`src/hdl/psq_pkg.sv`:
```
// Package for the palette set/query converter: types, codes, default palette
// and the channel conversion functions shared by the lanes and the top level.
// No dependencies.
package psq_pkg;

    localparam int NUM_SLOTS   = 16;
    localparam int NUM_LANES   = 3;
    localparam int SLOT_W      = 4;
    localparam int CHAN_W      = 10;
    localparam int NIB_W       = 4;
    localparam int WORD_W      = 12;
    localparam int COUNT_W     = 5;
    localparam int CFG_INDEX_W = 2;
    localparam int CFG_DATA_W  = 5;

    localparam logic [CHAN_W-1:0]  VMAX          = 10'd1000;
    localparam logic [COUNT_W-1:0] COUNT_MIN     = 5'd2;
    localparam logic [COUNT_W-1:0] COUNT_MAX     = 5'd16;
    localparam logic [COUNT_W-1:0] COUNT_DEFAULT = 5'd16;

    // v*3/200 as a multiply by 7866 / 2^19, exact for v up to 1000.
    localparam logic [22:0] NIB_RECIP = 23'd7866;
    localparam int          NIB_SHIFT = 19;

    typedef logic [CHAN_W-1:0] chan_t;
    typedef logic [NIB_W-1:0]  nib_t;
    typedef logic [SLOT_W-1:0] slot_t;

    typedef enum logic { KIND_SET = 1'b0, KIND_QUERY = 1'b1 } kind_t;
    typedef enum logic { MODE_ST = 1'b0, MODE_STE = 1'b1 } mode_t;
    typedef enum logic [CFG_INDEX_W-1:0] {
        CFG_NUM_COLORS   = 2'd0,
        CFG_SHIFTER_MODE = 2'd1
    } cfg_index_t;

    typedef struct packed {
        chan_t r;
        chan_t g;
        chan_t b;
    } rgb_t;

    // What one channel lane hands to the merging stage.
    typedef struct packed {
        chan_t clamped;
        nib_t  nib;
        chan_t readback;
    } lane_res_t;

    typedef struct packed {
        logic                status;
        chan_t               red;
        chan_t               green;
        chan_t               blue;
        logic                hw_write;
        slot_t               hw_slot;
        logic [WORD_W-1:0]   hw_word;
    } result_t;

    function automatic slot_t slot_map(input slot_t i);
        slot_t s;
        case (i)
            4'd0:    s = 4'd0;
            4'd1:    s = 4'd15;
            4'd2:    s = 4'd1;
            4'd3:    s = 4'd2;
            4'd4:    s = 4'd4;
            4'd5:    s = 4'd6;
            4'd6:    s = 4'd3;
            4'd7:    s = 4'd5;
            4'd8:    s = 4'd7;
            4'd9:    s = 4'd8;
            4'd10:   s = 4'd9;
            4'd11:   s = 4'd10;
            4'd12:   s = 4'd12;
            4'd13:   s = 4'd14;
            4'd14:   s = 4'd11;
            default: s = 4'd13;
        endcase
        return s;
    endfunction

    function automatic rgb_t default_rgb(input slot_t i);
        rgb_t c;
        case (i)
            4'd0:    c = '{10'd1000, 10'd1000, 10'd1000};
            4'd1:    c = '{10'd0,    10'd0,    10'd0};
            4'd2:    c = '{10'd1000, 10'd0,    10'd0};
            4'd3:    c = '{10'd0,    10'd1000, 10'd0};
            4'd4:    c = '{10'd0,    10'd0,    10'd1000};
            4'd5:    c = '{10'd0,    10'd1000, 10'd1000};
            4'd6:    c = '{10'd1000, 10'd1000, 10'd0};
            4'd7:    c = '{10'd1000, 10'd0,    10'd1000};
            4'd8:    c = '{10'd700,  10'd700,  10'd700};
            4'd9:    c = '{10'd400,  10'd400,  10'd400};
            4'd10:   c = '{10'd1000, 10'd400,  10'd400};
            4'd11:   c = '{10'd400,  10'd1000, 10'd400};
            4'd12:   c = '{10'd400,  10'd400,  10'd1000};
            4'd13:   c = '{10'd400,  10'd1000, 10'd1000};
            4'd14:   c = '{10'd1000, 10'd1000, 10'd400};
            default: c = '{10'd1000, 10'd400,  10'd1000};
        endcase
        return c;
    endfunction

    // Scale to four bits, then move the lowest bit to the top.
    function automatic nib_t to_nibble(input chan_t v);
        logic [22:0] p;
        nib_t        c;
        p = 23'(v) * NIB_RECIP;
        c = p[NIB_SHIFT +: NIB_W];
        return {c[0], c[3:1]};
    endfunction

    // Packs a colour into its palette word, red in the top nibble.
    function automatic logic [WORD_W-1:0] rgb_word(input rgb_t c);
        return {to_nibble(c.r), to_nibble(c.g), to_nibble(c.b)};
    endfunction

    // (n & 7) * 1000 / 7
    function automatic chan_t st_back(input nib_t n);
        chan_t v;
        case (n[2:0])
            3'd0:    v = 10'd0;
            3'd1:    v = 10'd142;
            3'd2:    v = 10'd285;
            3'd3:    v = 10'd428;
            3'd4:    v = 10'd571;
            3'd5:    v = 10'd714;
            3'd6:    v = 10'd857;
            default: v = 10'd1000;
        endcase
        return v;
    endfunction

    // Undo the rotation, then c * 200 / 3.
    function automatic chan_t ste_back(input nib_t n);
        nib_t  c;
        chan_t v;
        c = {n[2:0], n[3]};
        case (c)
            4'd0:    v = 10'd0;
            4'd1:    v = 10'd66;
            4'd2:    v = 10'd133;
            4'd3:    v = 10'd200;
            4'd4:    v = 10'd266;
            4'd5:    v = 10'd333;
            4'd6:    v = 10'd400;
            4'd7:    v = 10'd466;
            4'd8:    v = 10'd533;
            4'd9:    v = 10'd600;
            4'd10:   v = 10'd666;
            4'd11:   v = 10'd733;
            4'd12:   v = 10'd800;
            4'd13:   v = 10'd866;
            4'd14:   v = 10'd933;
            default: v = 10'd1000;
        endcase
        return v;
    endfunction

endpackage

```
`src/hdl/psq_lane.sv`:
```
// One colour channel lane: clamps the input intensity, converts it to the
// palette nibble and converts a palette nibble back. Depends on psq_pkg.
module psq_lane
    import psq_pkg::*;
(
    input  logic signed [15:0] raw,
    input  nib_t               hw_nib,
    input  logic               mode,
    output lane_res_t          res
);

    chan_t clamped;

    always_comb
    begin
        if (raw[15])
        begin
            clamped = '0;
        end
        else if (raw > $signed({6'd0, VMAX}))
        begin
            clamped = VMAX;
        end
        else
        begin
            clamped = raw[CHAN_W-1:0];
        end
    end

    assign res.clamped  = clamped;
    assign res.nib      = to_nibble(clamped);
    assign res.readback = (mode == MODE_STE) ? ste_back(hw_nib) : st_back(hw_nib);

endmodule

```
`config.mk`:
```
export PLATFORM = sky130hd
export DESIGN_NAME = psq_lane
export DESIGN_NICKNAME = d
export VERILOG_FILES = /design/src/hdl/psq_pkg.sv /design/src/hdl/psq_lane.sv
export SDC_FILE = /design/constraint.sdc
export NUM_CORES = 1
export LEC_CHECK = 0
export BUFFER_PORTS_ARGS = -buffer_cell sky130_fd_sc_hd__buf_2
export CORE_MARGIN = 5
export CORE_UTILIZATION = 65
export DETAILED_ROUTE_END_ITERATION = 16
export PLACE_DENSITY = 0.9
export SYNTH_ARGS = -nofsm -noshare
export SYNTH_HDL_FRONTEND = slang
export SYNTH_SLANG_ARGS = --single-unit
```
`constraint.sdc`:
```
create_clock -name vclk -period 15
set_input_delay 1.5 -clock vclk [all_inputs]
set_output_delay 1.5 -clock vclk [all_outputs]
set_load 0.05 [all_outputs]
```
==> reports/metrics.yaml, run 1 <==
clock_tree:
  cts_resized: 0
  postCtsHoldBufs: 0
  postCtsSetupBuffers: 0
power_and_ir_drop:
  combPwrFrac_pct: 100.0
  leakage_nw: 1.68
  seq_power_share_pct: 0
  p_sw_w: 0.000199
  netSwitchingFraction_pct: 64.2
  intPower_w: 0.000111
  p_per_area_mw_per_mm2: 105
  pwr-share-clk_pct: 0
  ir_worst_vdd_mv: 0.155
timing:
  fin_crit_sh_pct: 57.8
  whs_ps: 3380
  timing.final.ws_setup_ps: 6330
  period_minus_slack_ps: 8670
  finalMaxSlewViolations: 0
  clock.fmax_mhz: 115
  rsz0062_at_grt: "false"
  finalSetupViolCount: 0
  timing.setup.tns_ps: 0
  relSlewSlack_pct: 69.0
  final-hold-violation-count: 0
  worst_slew_pin_slew_ps: 461
final_layout:
  design.seq.count: 0
  nClkBuffers: 0
  final_util_pct: 73.9
  fillerInstances: 301
  diodes: 0
  nets: 479
  seqCellArea_sq_um: 0
  multi_input_area_sq_mm: 0.00240
  stdcell_area_sq_mm: 0.00295
  drive_gt1_share_pct: 16.0
  syn_to_final_growth_pct: 9.46
hold_path:
  min_path_type: "input pin to output port"
  worstHoldPathCells: 2
worst_setup_path:
  critical_path_class: "input pin to output port"
  crit_arrival_ps: 7170
  cp-start-kind: "input pin"
  cp_max_fo: 6
  cp-end-kind: "output port"
  crit_required_ps: 13500
placed_design:
  dp_hpwl_microns: 5800
  postPlaceCellArea_sq_mm: 0.00295
  dpl_worst_slack_ps: 6390
  numPortBuffers: 45
  place_congestion: 1.00
logic_synthesis:
  avgSynthCellArea_sq_um: 8.62
  syn_area_sq_mm: 0.00270
  syn-instance-count: 313
  yosysTopAreaCell: "fa_1"
  ys_warn_count: 0
  yosysUniqueCellTypes: 45
  synth_top_area_share_pct: 30.4
  synth_nets: 440
  ys_seq_area_share_pct: 0
  ys_top_cells_by_area: "fa_1, ha_1, inv_1, nor2_1, nand2_1"
detailed_routing:
  drt_pass1_iterations: 4
  drt_iter0_markers: 104
  viasPerCell: 5.71
  wl_microns: 6310
  vias: 2284
  drc_errors: 0
  wl_per_cell_microns: 15.8
  ant_nets: 0
die:
  start_util_pct: 67.5
  die_w_microns: 74.4
  core.rowCount: 23
  coreArea_sq_mm: 0.00400
  dieArea_sq_mm: 0.00554
  ios: 45
  die_y_microns: 74.4
global_routing:
  grt_pass1_wl_microns: 10600
  antenna_found_initial: 0
  grt_max_degree: 16
  grt_pass1_vias: 2335
  gr-total-overflow: 0
  grt_usage_pct: 24.7
run_status:
  status: "complete, no violations"
run:
  cap_violations: 0
-- per-layer routing --
metal  GRT usage [%]  up-vias  share of wire (%)
met3            3.11        8                7.0
met5               0        -                  0
met1            33.8     1085                 41
met2            43.2       86                 50
li1                -     1105                  -
met4            2.77        0                1.2
-- cell usage after synthesis, types with 3 or more instances --
master / n
a21oi_1: 12
clkbuf_1: 6
fa_1: 41
ha_1: 65
inv_1: 70
mux2i_1: 3
nand2_1: 20
nand3_1: 6
nor2_1: 21
nor2b_1: 3
o211ai_1: 4
o21ai_0: 9
o31ai_1: 4
or2_2: 3
xnor2_1: 6
-- logic make-up after synthesis --
kind of cell / Yosys count / synth area share [%]
adders and majority gates: 106 / 60.5
buffers and inverters: 78 / 10.9
and+or+nand+nor: 72 / 13.3
AOI/OAI and AO/OA: 47 / 11.9
xor gates and xnor gates: 7 / 2.27
muxes: 3 / 1.11
-- power groups by stage --
stage               registers, W  logic [W]  clock network (W)
floorplan                      0   0.000241                  0
global placement               0   0.000298                  0
detailed placement             0   0.000309                  0
CTS                            0   0.000311                  0
global route                   0   0.000349                  0
finish                         0   0.000310                  0
-- path summary, 6_finish.rpt --
kind                  startpoint      end
worst min-delay path   hw_nib[0]   res[7]
worst max-delay path     raw[13]  res[13]
-- final cells by class --
type,count,area share [%]
Timing Repair Buffer,45,7.62
Multi-Input combinational cell,235,81.4
Inverter,70,8.89
Tap cell,50,2.12
-- critical path, stage by stage --
cell	delay, ps
buf_2	100
nor3_1	350
nand2_1	250
nor2_1	170
nor2_1	130
inv_1	80
ha_1	240
inv_1	130
ha_1	330
fa_1	520
fa_1	560
inv_1	60
fa_1	510
fa_1	520
inv_1	50
ha_1	310
inv_1	60
nor3_2	230
nand2_1	110
nor4_1	420
nor3_1	110
xnor2_1	160
buf_2	280
-- per-stage QoR --
stage | cells | total power [W]
2_1_floorplan | 313 | 0.000241
3_3_place_gp | 400 | 0.000298
3_5_place_dp | 400 | 0.000309
4_1_cts | 400 | 0.000311
5_1_grt | 400 | 0.000349
6_report | 400 | 0.000310
-- cells in the final DEF, fill, tap and decap left out, types with 3 or more instances in the layout --
master	instances
o211ai_1	4
nor2_1	21
xnor2_1	6
a21oi_1	12
buf_2	45
nand2_1	20
mux2i_1	3
o31ai_1	4
nand3_1	6
or2_2	3
fa_1	41
nor2b_1	3
o21ai_0	9
ha_1	65
inv_1	70
Note: power is estimated with default switching activity, not from simulation.
==> run 2: changes to the inputs <==
--- a/config.mk
+++ b/config.mk
@@ -7,9 +7,9 @@
 export LEC_CHECK = 0
 export BUFFER_PORTS_ARGS = -buffer_cell sky130_fd_sc_hd__buf_2
 export CORE_MARGIN = 5
-export CORE_UTILIZATION = 65
+export CORE_UTILIZATION = 55
 export DETAILED_ROUTE_END_ITERATION = 16
-export PLACE_DENSITY = 0.9
+export PLACE_DENSITY = 0.81
 export SYNTH_ARGS = -nofsm -noshare
 export SYNTH_HDL_FRONTEND = slang
 export SYNTH_SLANG_ARGS = --single-unit
==> constraint.sdc (replaced) <==
create_clock -name vclk -period 7.9
set_input_delay 0.79 -clock vclk [all_inputs]
set_output_delay 0.79 -clock vclk [all_outputs]
set_load 0.05 [all_outputs]
==> run 2 against run 1 <==
  * Cell area rose by 0.72%
  * Sequential cell count unchanged
  * Via count is 3.2% lower
  * Sequential share of layout area stayed put
  * First-iteration DRC count fell by 9.6%
  * Core utilization decreased by 11 points
  * Die area grew 16%
  * Global-route usage fell by 3.5 points
==> reports/metrics.yaml, run 2 (same netlist as run 1, synthesis figures left out) <==
run_status:
  status: "complete, no violations"
timing:
  finalMaxSlewViolations: 0
  worst_slew_pin_slew_ps: 493
  finalSetupViolCount: 0
  fin_crit_sh_pct: 91.1
  period_minus_slack_ps: 7200
  whs_ps: 1960
  rsz0062_at_grt: "false"
  timing.setup.tns_ps: 0
  clock.fmax_mhz: 139
  final-hold-violation-count: 0
  relSlewSlack_pct: 67.0
final_layout:
  nets: 479
  final_common_cell: "inv_1"
  seqCellArea_sq_um: 0
  drive_gt1_share_pct: 16.0
  mostFrequentLayoutCells: "inv_1, ha_1, buf_2, fa_1, nor2_1"
  nClkBuffers: 0
  design.seq.count: 0
  diodes: 0
  syn_to_final_growth_pct: 10.2
  fillerInstances: 447
worst_setup_path:
  cpMostUsedCell: "inv_1"
  crit_arrival_ps: 6410
  crit_family: "adder cells"
  critical_path_class: "input pin to output port"
  cp_cell_sequence: "buf_2 > nor3_1 > nand2_1 > nor2_1 > nor2_1 > inv_1 > ha_1 > inv_1 > ha_1 > fa_1 > fa_1 > inv_1 > fa_1 > fa_1 > inv_1 > ha_1 > inv_1 > nor3_2 > nand2_1 > nor4_1 > nor3_1 > xnor2_1 > buf_2"
  crit_slowest_cell: "fa_1"
  crit_buf_inv: 7
  cp-start-kind: "input pin"
  critPathMaxStageDelay_ps: 540
  cp_max_fo: 6
  crit_required_ps: 7110
  cp-end-kind: "output port"
power_and_ir_drop:
  ir_worst_vdd_mv: 0.278
  leakage_nw: 1.68
  p_per_area_mw_per_mm2: 198
  power.total_w: 0.000590
run:
  cap_violations: 0
detailed_routing:
  wl_per_cell_microns: 15.0
  drc_errors: 0
  drt_pass1_iterations: 4
  drt_iter0_markers: 94
  wl_microns: 6260
  viasPerCell: 5.30
  ant_nets: 0
  vias: 2212
global_routing:
  grt_pass1_vias: 2281
  antenna_found_initial: 0
  grt_usage_pct: 21.2
  grt_max_degree: 16
  grt_pass1_wl_microns: 10800
  gr-total-overflow: 0
die:
  core.rowCount: 25
  start_util_pct: 56.8
  ios: 45
  die_y_microns: 80.1
  coreArea_sq_mm: 0.00475
  dieArea_sq_mm: 0.00641
  die_w_microns: 80.1
placed_design:
  dp_hpwl_microns: 5740
  numPortBuffers: 45
  place_congestion: 0.904
hold_path:
  min_path_type: "input pin to output port"
  holdPathEnd: "res[7]"
  min_from: "hw_nib[0]"
  worstHoldPathCells: 2
clock_tree:
  postCtsSetupBuffers: 0
  cts_resized: 0
  postCtsHoldBufs: 0
==> run 2: worst max-delay path by stage <==
stage / start / endpoint / slack (ps) / cells past startpoint
2_1_floorplan: raw[13] / res[13] / 440 / 21
3_3_place_gp: raw[13] / res[13] / 820 / 23
3_5_place_dp: raw[13] / res[13] / 730 / 23
4_1_cts: raw[13] / res[13] / 680 / 23
5_1_grt: raw[13] / res[13] / 200 / 23
6_report: raw[13] / res[13] / 700 / 23
==> run 2: stage by stage <==
stage	util [%]	setup slack (ps)	instances	cell area, sq um
2_1_floorplan	-	444	313	2700
3_3_place_gp	62.6	818	417	2980
3_5_place_dp	62.6	726	417	2980
4_1_cts	62.6	681	417	2980
5_1_grt	62.6	203	417	2980
6_report	62.6	703	417	2980
==> run 2: final cells by class <==
class                      count  area (sq um)  area share (%)
inverter                      70           263            8.83
multi-input combinational    235          2400            80.8
tap                           67          83.8            2.82
timing repair buffer          45           225            7.57
==> run 2: per-layer routing <==
| metal | part of all wire (%) | up-vias | GRT usage [%] |
|---|---|---|---|
| li1 | - | 1102 | - |
| met1 | 46 | 1059 | 30.0 |
| met2 | 50 | 49 | 37.8 |
| met3 | 3.7 | 2 | 0.448 |
| met4 | 0.49 | 0 | 1.18 |
| met5 | 0 | - | 0 |
==> run 2: power breakdown <==
group / leakage, nW / internal, W / switching (W)
clock network: 0 / 0 / 0
registers: 0 / 0 / 0
logic: 1.68 / 0.000211 / 0.000379
total: 1.68 / 0.000211 / 0.000379
==> run 3: changes to the inputs <==
--- a/config.mk
+++ b/config.mk
@@ -7,9 +7,9 @@
 export LEC_CHECK = 0
 export BUFFER_PORTS_ARGS = -buffer_cell sky130_fd_sc_hd__buf_2
 export CORE_MARGIN = 5
-export CORE_UTILIZATION = 55
+export CORE_UTILIZATION = 61
 export DETAILED_ROUTE_END_ITERATION = 16
-export PLACE_DENSITY = 0.81
+export PLACE_DENSITY = 0.85
 export SYNTH_ARGS = -nofsm -noshare
 export SYNTH_HDL_FRONTEND = slang
 export SYNTH_SLANG_ARGS = --single-unit
==> constraint.sdc (replaced) <==
create_clock -name vclk -period 6.8
set_input_delay 0.68 -clock vclk [all_inputs]
set_output_delay 0.68 -clock vclk [all_outputs]
set_load 0.05 [all_outputs]
==> run 3 against run 2 <==
  * First-iteration DRC count grew 13%
  * Via count up 8.5%
  * Sequential cell count unchanged
  * Hold slack got worse by 220 ps
  * Die area down 8.6%
  * Total power rose by 34%
  * Count of clock-buffer cells in the layout did not move
  * Non-clock buffer count increased by 14
  * Global-route usage up 1.0 points
==> reports/metrics.yaml, run 3 (same netlist as run 1, synthesis figures left out) <==
placed_design:
  dp.cells: 412
  numPortBuffers: 45
  place_congestion: 1.01
  dp_hpwl_microns: 5890
  dpl_worst_slack_ps: -154
die:
  start_util_pct: 62.4
  coreArea_sq_mm: 0.00432
  core.rowCount: 24
  die_y_microns: 76.5
  dieArea_sq_mm: 0.00585
  ios: 45
  die_w_microns: 76.5
final_layout:
  syn_to_final_growth_pct: 18.2
  drive_gt1_share_pct: 24.2
  nClkBuffers: 0
  design.seq.count: 0
  seqCellArea_sq_um: 0
  mostFrequentLayoutCells: "inv_1, ha_1, fa_1, buf_2, nand2_1"
  instances_no_fill: 416
  nets: 493
  final_common_cell: "inv_1"
  final_util_pct: 73.8
  diodes: 0
worst_setup_path:
  crit_arrival_ps: 6010
  cp-start-kind: "input pin"
  cp-end-kind: "output port"
  critical_path_class: "input pin to output port"
  crit_required_ps: 6120
  cp_max_fo: 4
timing:
  relSlewSlack_pct: 63.0
  finalMaxSlewViolations: 0
  fin_crit_sh_pct: 98.4
  finalSetupViolCount: 0
  worst_slew_pin_slew_ps: 553
  period_minus_slack_ps: 6690
  final-hold-violation-count: 0
  timing.final.ws_setup_ps: 109
  whs_ps: 1740
  clock.fmax_mhz: 149
run_status:
  status: "complete, no violations"
global_routing:
  gr-total-overflow: 0
  antenna_found_initial: 0
  grt_max_degree: 16
  grt_pass1_wl_microns: 10900
  grt_use_met3_pct: 0.946
  grt_pass1_vias: 2360
  grt_usage_pct: 22.2
  use_met1_pct: 30.9
  grt.busiest_layer: "met2"
  met2_usage_pct: 38.4
power_and_ir_drop:
  ir_worst_vdd_mv: 0.399
  p_per_area_mw_per_mm2: 248
  leakage_nw: 1.79
detailed_routing:
  wl_per_cell_microns: 17.0
  drt_iter0_markers: 106
  drt_pass1_iterations: 8
  wl_microns: 7080
  drc_errors: 0
  viasPerCell: 5.77
  vias: 2401
  ant_nets: 0
run:
  cap_violations: 0
hold_path:
  min_path_type: "input pin to output port"
## run 3: cell count changes in the layout (fill, tap and decap cells not counted), moves of 2 or more
cell | previous run | this run
buf_4 | 0 | 15
buf_2 | 45 | 41
nor2_1 | 21 | 18
xnor2_1 | 6 | 3
xnor2_2 | 0 | 3
buf_6 | 0 | 2
ha_1 | 65 | 63
ha_4 | 0 | 2
nor2_4 | 0 | 2
nor4_1 | 2 | 0
nor4_2 | 0 | 2
o21ai_0 | 9 | 7
## run 3: stage by stage
step,power [W],instance area (sq um),setup TNS (ps)
2_1_floorplan,0.000552,2730,0
3_3_place_gp,0.000692,3070,-88.0
3_5_place_dp,0.000708,3070,-216
4_1_cts,0.000724,3070,-11.5
5_1_grt,0.000875,3190,-267
6_report,0.000791,3190,0
## run 3: layer usage
metal  up-vias  routed length [microns]
li1       1139                        -
met1      1152                     2950
met2        86                     3570
met3        24                      290
met4         0                      269
met5         -                        0
## run 3: what timing repair did
item                                    in CTS  in global routing
endpoints found under the setup margin       4                  4
endpoints found under the hold margin        0                  0
hold buffers                                 0                  0
setup buffers                                0                  4
pin swaps                                    1                  9
gates resized for setup                      3                 20
## run 3: final cells by class
cell class	count	area, sq um
tap	52	65.1
multi-input combinational	235	2510
timing repair buffer	59	348
fill	323	1130
inverter	70	263
## run 3: final timing paths
check / from / endpoint / slack, ps / cells past startpoint
setup / recovery: raw[2] / res[12] / 110 / 21
hold / removal: hw_nib[0] / res[7] / 1740 / 2
## run 3: report_power, final
part | total, W | switching (W) | internal, W
Sequential | 0 | 0 | 0
Combinational | 0.000791 | 0.000480 | 0.000311
Clock | 0 | 0 | 0
## run 3: worst max-delay path, cell delays in order
cell,delay (ps)
buf_2,120
nor4_2,280
or3_4,170
nand3_2,150
nor2_4,200
nand2_1,120
inv_1,200
ha_1,330
fa_1,570
fa_1,460
fa_1,540
inv_1,60
fa_1,520
inv_1,50
ha_1,330
a21boi_0,340
o21ai_2,100
a2111oi_2,340
a211oi_2,110
xnor2_2,150
buf_6,170
